==> src/sv/ckre_pkg.sv <==
package ckre_pkg;

  localparam int MAX_DIMENSION = 4096;
  localparam int COL_W = $clog2(MAX_DIMENSION);
  localparam int DIM_W = COL_W + 1;
  localparam int PIX_W = 24;
  localparam int KIND_W = 2;
  localparam int QUEUE_DEPTH = 4;
  localparam int QPTR_W = $clog2(QUEUE_DEPTH);

  localparam logic [KIND_W-1:0] KIND_RUN = 2'd0;
  localparam logic [KIND_W-1:0] KIND_BOX = 2'd1;
  localparam logic [KIND_W-1:0] KIND_EMPTY = 2'd2;

  localparam int CFG_ADDR_W = 4;
  localparam logic [1:0] REG_KEY = 2'd0;
  localparam logic [1:0] REG_TOL = 2'd1;
  localparam logic [1:0] REG_WIDTH = 2'd2;
  localparam logic [1:0] REG_HEIGHT = 2'd3;

  localparam logic [PIX_W-1:0] KEY_RESET = 24'h008080;
  localparam logic [PIX_W-1:0] TOL_RESET = 24'h101010;
  localparam logic [DIM_W-1:0] WIDTH_RESET = DIM_W'(256);
  localparam logic [DIM_W-1:0] HEIGHT_RESET = DIM_W'(256);

  typedef struct packed {
    logic [PIX_W-1:0] key_color;
    logic [PIX_W-1:0] tolerance;
    logic [DIM_W-1:0] image_width;
    logic [DIM_W-1:0] image_height;
  } ckre_cfg_t;

  typedef struct packed {
    logic run_vld;
    logic [DIM_W-1:0] run_left;
    logic [DIM_W-1:0] run_top;
    logic [DIM_W-1:0] run_right;
    logic [DIM_W-1:0] run_bottom;
    logic frm_vld;
    logic [KIND_W-1:0] frm_kind;
    logic [DIM_W-1:0] box_left;
    logic [DIM_W-1:0] box_top;
    logic [DIM_W-1:0] box_right;
    logic [DIM_W-1:0] box_bottom;
  } ckre_cmd_t;

  typedef struct packed {
    logic [KIND_W-1:0] kind;
    logic [DIM_W-1:0] left;
    logic [DIM_W-1:0] top;
    logic [DIM_W-1:0] right;
    logic [DIM_W-1:0] bottom;
    logic last;
  } ckre_rec_t;

  function automatic logic [DIM_W-1:0] clamp_dim(input logic [DIM_W-1:0] v);
    logic [DIM_W-1:0] r;
    r = v;
    if (v == '0) begin
      r = DIM_W'(1);
    end else if (v > DIM_W'(MAX_DIMENSION)) begin
      r = DIM_W'(MAX_DIMENSION);
    end
    return r;
  endfunction

  function automatic logic byte_match(input logic [7:0] b, input logic [7:0] lo,
                                      input logic [7:0] tol);
    logic [8:0] hi;
    logic [7:0] hi_sat;
    hi = {1'b0, lo} + {1'b0, tol};
    hi_sat = hi[8] ? 8'hff : hi[7:0];
    return (b >= lo) && (b <= hi_sat);
  endfunction

endpackage

==> src/sv/ckre_front.sv <==
module ckre_front
  import ckre_pkg::*;
(
  input  logic             clk,
  input  logic             rst_n,
  input  ckre_cfg_t        cfg,
  input  logic             pix_valid,
  input  logic [PIX_W-1:0] pix,
  input  logic             q_full,
  output logic             pix_ready,
  output logic             q_push,
  output ckre_cmd_t        q_cmd
);

  logic [COL_W-1:0] col_r, col_nxt;
  logic [COL_W-1:0] row_r, row_nxt;
  logic             in_run_r, in_run_nxt;
  logic [COL_W-1:0] run_start_r, run_start_nxt;
  logic             any_r, any_nxt;
  logic [DIM_W-1:0] box_l_r, box_l_nxt;
  logic [DIM_W-1:0] box_t_r, box_t_nxt;
  logic [DIM_W-1:0] box_r_r, box_r_nxt;
  logic [DIM_W-1:0] box_b_r, box_b_nxt;

  logic             clear_px;
  logic             accept;
  logic [DIM_W-1:0] w_eff, h_eff;
  logic [DIM_W-1:0] col_inc, row_inc;
  logic             row_end, frame_end;
  logic             run_close, run_eol, run_vld, in_run_mid;
  logic [COL_W-1:0] start_mid;
  logic [DIM_W-1:0] run_left, run_right;
  logic             any_upd;
  logic [DIM_W-1:0] bl_upd, bt_upd, br_upd, bb_upd;

  assign pix_ready = !q_full;
  assign accept = pix_valid && pix_ready;

  always_comb begin
    clear_px = byte_match(pix[7:0], cfg.key_color[7:0], cfg.tolerance[7:0]) &&
               byte_match(pix[15:8], cfg.key_color[15:8], cfg.tolerance[15:8]) &&
               byte_match(pix[23:16], cfg.key_color[23:16], cfg.tolerance[23:16]);
    w_eff = clamp_dim(cfg.image_width);
    h_eff = clamp_dim(cfg.image_height);
    col_inc = {1'b0, col_r} + DIM_W'(1);
    row_inc = {1'b0, row_r} + DIM_W'(1);
    row_end = col_inc >= w_eff;
    frame_end = row_end && (row_inc >= h_eff);

    run_close = clear_px && in_run_r;
    in_run_mid = !clear_px;
    start_mid = (!clear_px && !in_run_r) ? col_r : run_start_r;
    run_eol = row_end && in_run_mid;
    run_vld = run_close || run_eol;
    run_left = {1'b0, start_mid};
    run_right = run_close ? {1'b0, col_r} : col_inc;

    any_upd = any_r;
    bl_upd = box_l_r;
    bt_upd = box_t_r;
    br_upd = box_r_r;
    bb_upd = box_b_r;
    if (run_vld) begin
      any_upd = 1'b1;
      if (!any_r) begin
        bl_upd = run_left;
        bt_upd = {1'b0, row_r};
        br_upd = run_right;
        bb_upd = row_inc;
      end else begin
        if (run_left < box_l_r) bl_upd = run_left;
        if ({1'b0, row_r} < box_t_r) bt_upd = {1'b0, row_r};
        if (run_right > box_r_r) br_upd = run_right;
        if (row_inc > box_b_r) bb_upd = row_inc;
      end
    end

    q_cmd.run_vld = run_vld;
    q_cmd.run_left = run_left;
    q_cmd.run_top = {1'b0, row_r};
    q_cmd.run_right = run_right;
    q_cmd.run_bottom = row_inc;
    q_cmd.frm_vld = frame_end;
    q_cmd.frm_kind = any_upd ? KIND_BOX : KIND_EMPTY;
    q_cmd.box_left = any_upd ? bl_upd : '0;
    q_cmd.box_top = any_upd ? bt_upd : '0;
    q_cmd.box_right = any_upd ? br_upd : '0;
    q_cmd.box_bottom = any_upd ? bb_upd : '0;
    q_push = accept && (run_vld || frame_end);

    col_nxt = col_r;
    row_nxt = row_r;
    in_run_nxt = in_run_r;
    run_start_nxt = run_start_r;
    any_nxt = any_r;
    box_l_nxt = box_l_r;
    box_t_nxt = box_t_r;
    box_r_nxt = box_r_r;
    box_b_nxt = box_b_r;
    if (accept) begin
      if (frame_end) begin
        col_nxt = '0;
        row_nxt = '0;
        in_run_nxt = 1'b0;
        run_start_nxt = '0;
        any_nxt = 1'b0;
        box_l_nxt = '0;
        box_t_nxt = '0;
        box_r_nxt = '0;
        box_b_nxt = '0;
      end else begin
        col_nxt = row_end ? '0 : col_inc[COL_W-1:0];
        row_nxt = row_end ? row_inc[COL_W-1:0] : row_r;
        in_run_nxt = in_run_mid && !row_end;
        run_start_nxt = start_mid;
        any_nxt = any_upd;
        box_l_nxt = bl_upd;
        box_t_nxt = bt_upd;
        box_r_nxt = br_upd;
        box_b_nxt = bb_upd;
      end
    end
  end

  always_ff @(posedge clk) begin
    if (!rst_n) begin
      col_r <= '0;
      row_r <= '0;
      in_run_r <= 1'b0;
      run_start_r <= '0;
      any_r <= 1'b0;
      box_l_r <= '0;
      box_t_r <= '0;
      box_r_r <= '0;
      box_b_r <= '0;
    end else begin
      col_r <= col_nxt;
      row_r <= row_nxt;
      in_run_r <= in_run_nxt;
      run_start_r <= run_start_nxt;
      any_r <= any_nxt;
      box_l_r <= box_l_nxt;
      box_t_r <= box_t_nxt;
      box_r_r <= box_r_nxt;
      box_b_r <= box_b_nxt;
    end
  end

endmodule

==> src/sv/ckre_queue.sv <==
module ckre_queue
  import ckre_pkg::*;
(
  input  logic      clk,
  input  logic      rst_n,
  input  logic      push,
  input  ckre_cmd_t push_cmd,
  input  logic      pop,
  output logic      full,
  output logic      empty,
  output ckre_cmd_t head
);

  ckre_cmd_t          mem_r [QUEUE_DEPTH];
  logic [QPTR_W-1:0]  wr_ptr_r, wr_ptr_nxt;
  logic [QPTR_W-1:0]  rd_ptr_r, rd_ptr_nxt;
  logic [QPTR_W:0]    count_r, count_nxt;
  logic               do_push, do_pop;

  assign full = count_r == (QPTR_W + 1)'(QUEUE_DEPTH);
  assign empty = count_r == '0;
  assign head = mem_r[rd_ptr_r];
  assign do_push = push && !full;
  assign do_pop = pop && !empty;

  always_comb begin
    wr_ptr_nxt = do_push ? wr_ptr_r + QPTR_W'(1) : wr_ptr_r;
    rd_ptr_nxt = do_pop ? rd_ptr_r + QPTR_W'(1) : rd_ptr_r;
    count_nxt = count_r;
    if (do_push && !do_pop) begin
      count_nxt = count_r + (QPTR_W + 1)'(1);
    end else if (do_pop && !do_push) begin
      count_nxt = count_r - (QPTR_W + 1)'(1);
    end
  end

  always_ff @(posedge clk) begin
    if (do_push) begin
      mem_r[wr_ptr_r] <= push_cmd;
    end
  end

  always_ff @(posedge clk) begin
    if (!rst_n) begin
      wr_ptr_r <= '0;
      rd_ptr_r <= '0;
      count_r <= '0;
    end else begin
      wr_ptr_r <= wr_ptr_nxt;
      rd_ptr_r <= rd_ptr_nxt;
      count_r <= count_nxt;
    end
  end

endmodule

==> src/sv/ckre_back.sv <==
module ckre_back
  import ckre_pkg::*;
(
  input  logic      clk,
  input  logic      rst_n,
  input  logic      q_empty,
  input  ckre_cmd_t head,
  output logic      q_pop,
  input  logic      rec_ready,
  output logic      rec_valid,
  output ckre_rec_t rec
);

  logic      valid_r, valid_nxt;
  ckre_rec_t rec_r, rec_nxt;
  logic      run_sent_r, run_sent_nxt;
  logic      load;

  assign rec_valid = valid_r;
  assign rec = rec_r;

  always_comb begin
    load = !valid_r || rec_ready;
    valid_nxt = valid_r && !rec_ready;
    rec_nxt = rec_r;
    run_sent_nxt = run_sent_r;
    q_pop = 1'b0;
    if (load && !q_empty) begin
      valid_nxt = 1'b1;
      if (head.run_vld && !run_sent_r) begin
        rec_nxt.kind = KIND_RUN;
        rec_nxt.left = head.run_left;
        rec_nxt.top = head.run_top;
        rec_nxt.right = head.run_right;
        rec_nxt.bottom = head.run_bottom;
        rec_nxt.last = 1'b0;
        if (head.frm_vld) begin
          run_sent_nxt = 1'b1;
        end else begin
          q_pop = 1'b1;
        end
      end else begin
        rec_nxt.kind = head.frm_kind;
        rec_nxt.left = head.box_left;
        rec_nxt.top = head.box_top;
        rec_nxt.right = head.box_right;
        rec_nxt.bottom = head.box_bottom;
        rec_nxt.last = 1'b1;
        run_sent_nxt = 1'b0;
        q_pop = 1'b1;
      end
    end
  end

  always_ff @(posedge clk) begin
    rec_r <= rec_nxt;
  end

  always_ff @(posedge clk) begin
    if (!rst_n) begin
      valid_r <= 1'b0;
      run_sent_r <= 1'b0;
    end else begin
      valid_r <= valid_nxt;
      run_sent_r <= run_sent_nxt;
    end
  end

endmodule

==> src/sv/color_key_run_extractor_top.sv <==
// Color-key run extractor: one 24-bit pixel is taken per clock in raster order, and every
// horizontal run of pixels outside the key range leaves as a run rectangle, followed at the
// end of each frame by the bounding box of all runs or an empty-frame record (tlast high).
// A pixel is taken in the cycle it is offered as long as the four-entry queue between the
// classifier and the record generator has room; records leave one per clock from an output
// register while out_tready is high, and a frame's last pixel may yield two records, which
// the queue absorbs. Write the registers only while idle.
module color_key_run_extractor_top
  import ckre_pkg::*;
(
  input  logic                  clk,
  input  logic                  rst_n,
  input  logic                  in_tvalid,
  output logic                  in_tready,
  input  logic [23:0]           in_tdata,   // pixel_word
  output logic                  out_tvalid,
  input  logic                  out_tready,
  output logic [55:0]           out_tdata,  // rect_left, rect_top, rect_right, rect_bottom
  output logic [KIND_W-1:0]     out_tuser,  // record_kind
  output logic                  out_tlast,
  input  logic                  cfg_psel,
  input  logic                  cfg_penable,
  input  logic                  cfg_pwrite,
  input  logic [CFG_ADDR_W-1:0] cfg_paddr,
  input  logic [31:0]           cfg_pwdata,
  output logic [31:0]           cfg_prdata,
  output logic                  cfg_pready
);

  ckre_cfg_t cfg_r, cfg_nxt;
  logic      cfg_wr;
  logic      q_push, q_pop, q_full, q_empty;
  ckre_cmd_t q_cmd, q_head;
  ckre_rec_t rec;

  assign cfg_pready = 1'b1;
  assign cfg_wr = cfg_psel && cfg_penable && cfg_pwrite && cfg_pready;

  always_comb begin
    cfg_nxt = cfg_r;
    if (cfg_wr) begin
      case (cfg_paddr[3:2])
        REG_KEY:    cfg_nxt.key_color = cfg_pwdata[PIX_W-1:0];
        REG_TOL:    cfg_nxt.tolerance = cfg_pwdata[PIX_W-1:0];
        REG_WIDTH:  cfg_nxt.image_width = cfg_pwdata[DIM_W-1:0];
        REG_HEIGHT: cfg_nxt.image_height = cfg_pwdata[DIM_W-1:0];
        default:    cfg_nxt = cfg_r;
      endcase
    end
  end

  always_comb begin
    case (cfg_paddr[3:2])
      REG_KEY:    cfg_prdata = {8'd0, cfg_r.key_color};
      REG_TOL:    cfg_prdata = {8'd0, cfg_r.tolerance};
      REG_WIDTH:  cfg_prdata = {{(32 - DIM_W){1'b0}}, cfg_r.image_width};
      REG_HEIGHT: cfg_prdata = {{(32 - DIM_W){1'b0}}, cfg_r.image_height};
      default:    cfg_prdata = '0;
    endcase
  end

  always_ff @(posedge clk) begin
    if (!rst_n) begin
      cfg_r.key_color <= KEY_RESET;
      cfg_r.tolerance <= TOL_RESET;
      cfg_r.image_width <= WIDTH_RESET;
      cfg_r.image_height <= HEIGHT_RESET;
    end else begin
      cfg_r <= cfg_nxt;
    end
  end

  ckre_front u_front (
    .clk       (clk),
    .rst_n     (rst_n),
    .cfg       (cfg_r),
    .pix_valid (in_tvalid),
    .pix       (in_tdata),
    .q_full    (q_full),
    .pix_ready (in_tready),
    .q_push    (q_push),
    .q_cmd     (q_cmd)
  );

  ckre_queue u_queue (
    .clk      (clk),
    .rst_n    (rst_n),
    .push     (q_push),
    .push_cmd (q_cmd),
    .pop      (q_pop),
    .full     (q_full),
    .empty    (q_empty),
    .head     (q_head)
  );

  ckre_back u_back (
    .clk       (clk),
    .rst_n     (rst_n),
    .q_empty   (q_empty),
    .head      (q_head),
    .q_pop     (q_pop),
    .rec_ready (out_tready),
    .rec_valid (out_tvalid),
    .rec       (rec)
  );

  assign out_tdata = {4'd0, rec.bottom, rec.right, rec.top, rec.left};
  assign out_tuser = rec.kind;
  assign out_tlast = rec.last;

endmodule
==> config.mk <==
export PLATFORM = sky130hd
export DESIGN_NAME = color_key_run_extractor_top
export DESIGN_NICKNAME = d
export VERILOG_FILES = /design/src/sv/ckre_pkg.sv /design/src/sv/ckre_front.sv /design/src/sv/ckre_queue.sv /design/src/sv/ckre_back.sv /design/src/sv/color_key_run_extractor_top.sv
export SDC_FILE = /design/constraint.sdc
export NUM_CORES = 1
export LEC_CHECK = 0
export BUFFER_PORTS_ARGS = -buffer_cell sky130_fd_sc_hd__buf_2
export CAP_MARGIN = 20
export CORE_MARGIN = 8
export CORE_UTILIZATION = 50
export DETAILED_ROUTE_END_ITERATION = 10
export PLACE_DENSITY = 0.7
export SLEW_MARGIN = 20
export SYNTH_ARGS = -nofsm -noshare
export SYNTH_HDL_FRONTEND = slang
export SYNTH_HIERARCHICAL = 1
export SYNTH_SLANG_ARGS = --single-unit
==> constraint.sdc <==
create_clock -name clk -period 7.15 [get_ports clk]
set_input_delay 1.0725 -clock clk [delete_from_list [all_inputs] [get_ports clk]]
set_output_delay 1.0725 -clock clk [all_outputs]
set_load 0.005 [all_outputs]
== Word-level counts from Yosys, hierarchy flattened ==
Memories as Yosys holds them, arrays and structs flattened. A register that Yosys moved wholly into a read port is not among the register bits.
Cells that the tools add are included.
Storage, ports and cells
  output and inout port bits: 94
  word-level logic and storage cells: 151
  bits in writable memories: 424
  flip-flop bits (word level): 228
  input bits: 67
  memories: 1
Operators by class
  muxes and demuxes: 52
  reduce and logical (&&, ||, !) cells: 46
  eq/ne operators: 5
  $lt $le $gt $ge: 14
  add/sub/neg operators: 9
Memory list
  u_queue.mem_r: depth 4, bits a word 106, read ports 1, clocked after Yosys merged registers in 1, write ports 1, RTL line ckre_queue.sv:14  | ckre_cmd_t mem_r [QUEUE_DEPTH];
Operator list (count)
  $mux 13: 25
  $pmux 32 s4: 1
  $mux 12: 6
  $mux 53: 1
  $add 8x8->9: 3
  $add 12x1->13 const B: 2
  $ge 13x13->1: 2
  $gt 13x13->1: 2
  $gt 13x13->1 const B: 2
  $logic_not 13->1: 2
  $lt 12x13->1: 2
  $ge 8x8->1: 3
  $le 8x8->1: 3
  $mux 8: 3
  $logic_and 1x1->1: 21
  $reduce_and 2->1: 6
  $mux 1: 11
  $logic_not 1->1: 10
  $mux 2: 3
  $mux 3: 2
  $add 2x1->2 const B: 2
  $eq 2x2->1 const B: 2
  $reduce_bool 2->1: 2
  $add 3x1->3 const B: 1
  7 further kinds: 9

== Depth between registers and ports, before layout ==
Gate-level depths: netlist of the first run.
  word-level depth: 16
  mapped depth: 34
  gate-level depth less buffers: 30

== Hierarchy ==
The synthesis of the first run kept the hierarchy.
By module, submodules not included
  ckre_queue: times used 1, sequential area each 13152.6 um^2, area each 16015.4 um^2, cells each 612
  ckre_front: times used 1, sequential area each 1801.7 um^2, area each 8834.7 um^2, cells each 1100
  color_key_run_extractor_top: times used 1, sequential area each 1481.4 um^2, area each 3509.6 um^2, cells each 333
  ckre_back: times used 1, sequential area each 1691.6 um^2, area each 2553.7 um^2, cells each 126

== Worst setup path after synthesis of the first run ==
OpenSTA, ideal clock, no wires.
  path kind: flip-flop to flip-flop
  from: register cfg_r[42] (netlist bit)
  to: memory u_queue/mem_r[2][0] (netlist bit) (enable)
  period minus slack after synthesis: 7.108 ns
  arrival: 6.629 ns
  setup slack: 0.042 ns
  required time: 6.671 ns
  library setup time: 0.479 ns
  stages on the path, launching flop included: 25
  path buffers: 4
  cell sequence: dfxtp_1 > ha_1 > fa_1 > a21oi_1 > nor2_1 > nor2_1 > o21bai_1 > a21oi_1 > nor2b_1 > o21ai_0 > nand2b_1 > clkbuf_1 > or2_2 > ha_1 > nand2_1 > or3_1 > a221oi_2 > and4_1 > buf_6 > mux2i_4 > buf_6 > a21oi_1 > nor2b_1 > clkbuf_1 > and2_1
On the way
  word-level cells in the longest chain between the ends: 13
  elaborated cells on any way between the ends: 14
  those cells by class: add/sub (1); order compare (1); mux (3); reduce/logical (9)
RTL lines
  start, declared: RTL line color_key_run_extractor_top.sv:30  | ckre_cfg_t cfg_r, cfg_nxt;
  start signal, assigned: RTL line color_key_run_extractor_top.sv:69  | cfg_r <= cfg_nxt;
  $add 8x8->9 (*): RTL line ckre_pkg.sv:71  | hi = {1'b0, lo} + {1'b0, tol};
  $mux 8 (*): RTL line ckre_pkg.sv:72  | hi_sat = hi[8] ? 8'hff : hi[7:0];
  $le 8x8->1 (*): RTL line ckre_pkg.sv:73  | return (b >= lo) && (b <= hi_sat);
  $logic_and 1x1->1 (*): RTL line ckre_pkg.sv:73
  $logic_and 1x1->1 (*): RTL line ckre_front.sv:41  | byte_match(pix[15:8], cfg.key_color[15:8], cfg.tolerance[15:8]) &&
  $logic_not 1->1: RTL line ckre_front.sv:51  | in_run_mid = !clear_px;
  $logic_and 1x1->1: RTL line ckre_front.sv:53  | run_eol = row_end && in_run_mid;
  $logic_or 1x1->1 (*): RTL line ckre_front.sv:54  | run_vld = run_close || run_eol;
  $logic_or 1x1->1 (*): RTL line ckre_front.sv:89  | q_push = accept && (run_vld || frame_end);
  $logic_and 1x1->1 (*): RTL line ckre_front.sv:89
  named net q_push: RTL line color_key_run_extractor_top.sv:32  | logic q_push, q_pop, q_full, q_empty;
  $logic_and 1x1->1 (*): RTL line ckre_queue.sv:23  | assign do_push = push && !full;
  named net u_queue.do_push: RTL line ckre_queue.sv:18  | logic do_push, do_pop;
  $mux 1 (*): RTL line ckre_queue.sv:38  | if (do_push) begin
  $mux 1 (implied by the code) (*): RTL line ckre_queue.sv:39  | mem_r[wr_ptr_r] <= push_cmd;
  end, declared: RTL line ckre_queue.sv:14
The timed path passes the listed nets; every way through them passes the cells marked *.

==> flow_metrics.tcl, run 1 <==
set metrics [dict create \
    rr_worst_depth 33 \
    grt_pass1_wl_um 108000 \
    path_common_cell "nor2_1" \
    clock_power_share 0.441 \
    critical_path_class "register to register" \
    reg2reg_from "cfg_r[58]" \
    synthArstFlopShare 0 \
    path_max_fanout 9 \
    p_leak_uw 0.0131 \
    cts_tree "built" \
    synth_most_common_cell "edfxtp_1" \
    drt-total-wl_um 68600 \
    syn_inst 2171 \
    area_growth_pct 13.2 \
    critPathSlowestCell "or4_1" \
    critPathLaunchType "register" \
    holdWs_ps 467 \
    synth_edf_count 487 \
    pwr_density_cell_nw_per_um2 228 \
    cts_root_buf "clkbuf_16" \
    grt_max_degree 80 \
    r2r-end "u_queue/mem_r[2][48]" \
    ys_ff_latch 662 \
    finalCritPeriodShare 0.964 \
    tightestPinTransition_ps 1020 \
    cts.clk_slew.worst_paths_ps 60 \
    fp.dieH_um 265 \
    peakVddDrop_uv 174 \
    grtUsageTotal 0.193 \
    htree_levels 3 \
    post-route-min-period_ps 6890 \
    required_ps 7550 \
    arrival_ps 7290 \
    synth_top_area_share 0.473 \
    start_util 0.504 \
    final_area_um2 35000 \
    drt_iter0_drc 1247 \
    synth_top_cell_by_area "edfxtp_1" \
    clock-sinks 662 \
    syn_avg_cell_area_um2 14.2 \
    syn_area_um2 30900 \
    ys.flop_type "edfxtp_1" \
    postRouteAntennaNets 0 \
    status "complete, no violations" \
    io_buffers 137 \
    numCtsBuffers 71 \
    vias_per_cell 5.74 \
    hold_path.class "register to register" \
    placed_cell_area_um2 32500 \
    synth_area_leaders "edfxtp_1 (47%), dfxtp_1 (11%), mux4_2 (8.3%)" \
    power.switching_uw 1700 \
    max_slew_margin 0.316 \
    register_area_um2 18100 \
    fp.dieW_um 265 \
    fill_cells 4742 \
    first_pass_iters 6 \
    r2r_setup_slack_ps 260 \
    core_um2 61400 \
    insertion_delay_ps 620 \
    pwr-share-comb 0.041 \
    p_seq_frac 0.518 \
    ios 161 \
    via_count 18300 \
    dp_hpwl_um 45700 \
    antenna_found_initial 2 \
    ys_top_cells_by_count "edfxtp_1 (487), nand2_1 (176), dfxtp_1 (175), ha_1 (153)" \
    grt_pass1_vias 19200 \
    yosysUniqueCellTypes 78 \
    endpoint_kind "register" \
    p_int_uw 6270 \
    yosysWarningCount 6 \
    startpoint "cfg_r[58]" \
    wire_per_inst_um 21.5 \
    drive_gt1_frac 0.230 \
    clock_skew_ps 33.2 \
    setup_viol 0 \
    slowest_delay_ps 550 \
    place.gp.congestion 0.893 \
    dieArea_um2 70000 \
    cap_violations 0 \
    p_sw_frac 0.213 \
    rows 91 \
    crit_end "u_queue/mem_r[2][48]" \
    drv_slew 0 \
    clk_path_buf_depth 3 \
    route.detailed.drc 0 \
    finish.utilization 0.570 \
    grt_remaining_overflow 0 \
    ys_seq_area_frac 0.586 \
    multiInputGateArea_um2 11800 \
    fmax_ghz 0.145 \
    layout.nets 2560 \
    final_hold_viol_count 0 \
]
critical path: cells and delay by family (launching register included):
family | cells | cell delay, ps
simple gates | 15 | 2550
buf+inv | 5 | 820
fa+ha+maj | 4 | 1220
mux | 2 | 420
compound gates | 7 | 1330
flops | 1 | 360
layout by cell type (no fill, tap or decap), types with 41 or more instances in the layout:
cell,count
buf_2,136
nor2b_1,49
clkbuf_16,74
buf_4,52
ha_1,153
a22o_1,41
edfxtp_1,487
mux4_2,114
o21ai_0,51
a21oi_1,68
dfxtp_1,173
mux2i_1,117
nand2_1,175
inv_1,98
nor2_1,117
power groups by stage:
stage                     sequential, µW  clock [µW]  combinational [µW]
after floorplan                     4210           0                 211
after global placement              4210           0                 310
final                               4130        3510                 327
after global routing                4130        3740                 359
after detailed placement            4210           0                 319
after CTS                           4130        3590                 321
stage by stage:
step	setup TNS, ps	total power [µW]	setup WS, ps	std cells
floorplan	0	4420	42.0	2183
global placement	0	4520	111	3044
detailed placement	-745	4530	-77.8	3044
global route	-1300	8230	-68.8	3182
finish	0	7970	257	3183
CTS	0	8040	22.1	3173
flip-flops by register name, summed over array words and instances (netlist names), named ones only:
register,flops
u_back/rec,55
u_queue/rd_ptr_r,2
u_front/box_t_r,13
u_front/any_r,1
u_front/col_r,12
u_queue/wr_ptr_r,2
u_back/rec_valid,1
u_front/box_r_r,13
u_front/row_r,12
u_front/run_start_r,12
u_back/run_sent_r,1
u_front/box_b_r,13
u_front/in_run_r,1
u_queue/count_r,3
u_queue/mem_r,432
u_front/box_l_r,13
cfg_r,74
layer usage:
layer	routed length, µm	up-vias	GRT usage
met3	3830	129	0.0382
li1	-	8504	-
met2	34300	513	0.333
met1	28600	9123	0.242
met4	1850	2	0.0638
met5	12	-	0
worst min path at each step:
stage / start / end / slack (ps) / depth (start not counted)
2_1_floorplan: u_front/box_l_r[10] / u_front/box_l_r[10] / 440 / 1
3_3_place_gp: u_front/box_l_r[6] / u_front/box_l_r[6] / 450 / 1
3_5_place_dp: u_front/box_l_r[7] / u_front/box_l_r[7] / 450 / 1
4_1_cts: u_front/box_l_r[7] / u_front/box_l_r[7] / 470 / 1
5_1_grt: u_front/box_l_r[8] / u_front/box_l_r[8] / 480 / 1
6_report: u_front/box_l_r[11] / u_front/box_l_r[11] / 470 / 1
cell type report:
type / instances / share of cell area
multi-input combinational: 1294 / 0.337
clock inverter: 27 / 0.00647
sequential: 662 / 0.518
antenna: 1 / 0.0000715
inverter: 99 / 0.0106
clock buffer: 102 / 0.0578
tap: 790 / 0.0282
timing repair buffer: 208 / 0.0421
cell families (layout without fill, tap and decap cells):
kind of cell / count (synthesis) / in the layout / synth area share
other: 3 / 16 / 0.000364
buffers and inverters: 229 / 436 / 0.0379
AOI/OAI and AO/OA: 283 / 283 / 0.0634
xor gates and xnor gates: 54 / 54 / 0.0153
muxes: 305 / 305 / 0.156
and+or+nand+nor: 478 / 480 / 0.0761
DFF: 662 / 662 / 0.586
adders and majority gates: 157 / 157 / 0.0645
timing repair:
item,CTS,global route
hold buffers,0,0
endpoints found under the setup margin,12,130
pin swaps,0,4
setup buffers,0,3
gates cloned,0,5
resized for setup,1,19
No activity file was read; power rests on OpenSTA's default activity.
==> inputs of run 2 (changes only) <==
--- a/config.mk
+++ b/config.mk
@@ -5,7 +5,7 @@
 export SDC_FILE = /design/constraint.sdc
 export NUM_CORES = 1
 export LEC_CHECK = 0
-export BUFFER_PORTS_ARGS = -buffer_cell sky130_fd_sc_hd__buf_2
+export BUFFER_PORTS_ARGS = -buffer_cell sky130_fd_sc_hd__buf_4
 export CAP_MARGIN = 20
 export CORE_MARGIN = 8
 export CORE_UTILIZATION = 50
==> run 2 against run 1 <==
Sequential share of layout area decreased by 0.64 points; global-route usage increased by 0.099 points; design area increased by 1.2%; final cell count increased by 0.13%; clock-buffer cell count unchanged; critical path type unchanged; highest routed layer is now met4.
==> flow_metrics.tcl, run 2 (synthesized netlist as in run 1, its figures left out) <==
set metrics [dict create \
    slowest_delay_ps 510 \
    antenna_found_initial 1 \
    critical_path_class "register to register" \
    post-route-min-period_ps 6880 \
    path_max_fanout 12 \
    reg2reg_from "cfg_r[58]" \
    clk_path_buf_depth 3 \
    setup_viol 0 \
    first_pass_iters 5 \
    clock_power_share 0.453 \
    postRouteAntennaNets 0 \
    final_cell_mix "edfxtp_1 (487), buf_4 (200), nand2_1 (176)" \
    r2r_setup_slack_ps 270 \
    start_util 0.504 \
    cts_root_buf "clkbuf_16" \
    drt-total-wl_um 69000 \
    drive_gt1_frac 0.235 \
    required_ps 7630 \
    dieArea_um2 70000 \
    cts_tree "built" \
    register_area_um2 18100 \
    path_common_cell "buf_4" \
    pwr_density_cell_nw_per_um2 231 \
    max_slew_margin 0.203 \
    io_buffers 137 \
    htree_levels 3 \
    vias_per_cell 5.72 \
    fp.dieH_um 265 \
    p_sw_frac 0.209 \
    p_seq_frac 0.505 \
    top_register "u_queue/mem_r" \
    cap_violations 0 \
    p_leak_uw 0.0133 \
    grt_max_degree 86 \
    layout.cells.most_common "edfxtp_1" \
    numCtsBuffers 70 \
    via_count 18200 \
    rr_worst_depth 34 \
    final_cells 3187 \
    p_int_uw 6470 \
    wire_per_inst_um 21.7 \
    finish.utilization 0.578 \
    peakVddDrop_uv 184 \
    hold_path.class "register to register" \
    drt_iter0_drc 1378 \
    largest_register_ffs 432 \
    core_um2 61400 \
    drv_slew 0 \
    fp.dieW_um 265 \
    fill_cells 4725 \
    pwr-share-comb 0.042 \
    cts.clk_slew.worst_paths_ps 60 \
    status "complete, no violations" \
    min_path_cells 1 \
    insertion_delay_ps 610 \
    grt_remaining_overflow 0 \
    critPathLaunchType "register" \
    clock_skew_ps 21.9 \
    critPathSlowestCell "or4b_4" \
    ios 161 \
    tightestPinTransition_ps 1190 \
    power.switching_uw 1710 \
    endpoint_kind "register" \
    layout.nets 2563 \
    worstHoldStart "u_front/box_l_r[4]" \
    place.gp.congestion 0.852 \
    dp.cells 3049 \
    fmax_ghz 0.145 \
    final_hold_viol_count 0 \
    rows 91 \
    startpoint "cfg_r[58]" \
    arrival_ps 7360 \
    grt_pass1_wl_um 108000 \
    multiInputGateArea_um2 11800 \
    r2r-end "u_front/box_l_r[2]" \
    finalCritPeriodShare 0.962 \
    clock-sinks 662 \
    route.detailed.drc 0 \
    dp_hpwl_um 45000 \
    grt_pass1_vias 19100 \
    grtUsageTotal 0.194 \
    area_growth_pct 14.7 \
    min_to "u_front/box_l_r[4]" \
]
run 2: changes by cell type in the layout (fill, tap and decap cells not counted), moves of 4 or more:
cell	previous run	this run
buf_4	52	200
buf_2	136	0
buf_12	17	9
bufinv_16	1	5
run 2: cell type report:
type,count,share of cell area
antenna,1,0.0000706
clock buffer,102,0.0583
clock inverter,27,0.00925
inverter,99,0.0105
multi-input combinational,1293,0.332
sequential,662,0.512
tap,790,0.0279
timing repair buffer,213,0.0499
run 2: per-stage QoR:
stage	cell area [µm²]	setup TNS [ps]	power (µW)	hold WS [ps]	worst slack, ps
CTS	35200	0	8260	467	39.5
finish	35400	0	8180	465	268
global route	35400	-611	8450	484	-29.9
detailed placement	32800	0	4550	454	57.8
global placement	32800	0	4540	446	228
floorplan	31000	0	4420	442	42.0
run 2: power groups by stage:
stage / clock, µW / combinational, µW / sequential [µW]
3_3_place_gp: 0 / 327 / 4210
4_1_cts: 3790 / 338 / 4130
2_1_floorplan: 0 / 211 / 4210
5_1_grt: 3940 / 376 / 4130
3_5_place_dp: 0 / 336 / 4210
6_report: 3710 / 342 / 4130
run 2: worst max path at each step:
stage	to	slack, ps	depth (start not counted)
2_1_floorplan	u_queue/mem_r[2][0]	40	24
4_1_cts	u_queue/mem_r[1][24]	40	32
3_5_place_dp	u_queue/mem_r[2][24]	60	32
6_report	u_front/box_l_r[2]	270	34
5_1_grt	u_queue/mem_r[3][39]	-30	28
3_3_place_gp	u_queue/mem_r[0][39]	230	30
run 2: timing repair:
action,4_1_cts,5_1_grt
setup endpoints to repair,0,129
setup buffers,0,4
hold buffers,0,0
gates resized for setup,0,22
endpoints found under the hold margin,0,0
run 2: per-layer routing:
metal,share of wire,up-vias,GRT usage,wire length (µm)
met3,0.056,111,0.0380,3840
met4,0.024,0,0.0609,1650
li1,-,8479,-,-
met2,0.50,457,0.337,34600
met5,0,-,0,0
met1,0.42,9176,0.243,28900
run 2: critical path: cells and delay by family, from the launching register on:
family,cells,cell delay [ps]
buffers and inverters,6,1070
multiplexers,2,730
flip-flops,1,340
AND/OR/NAND/NOR,13,2040
AO/OA/AOI/OAI,9,1480
adder cells (fa/ha/maj),4,1060
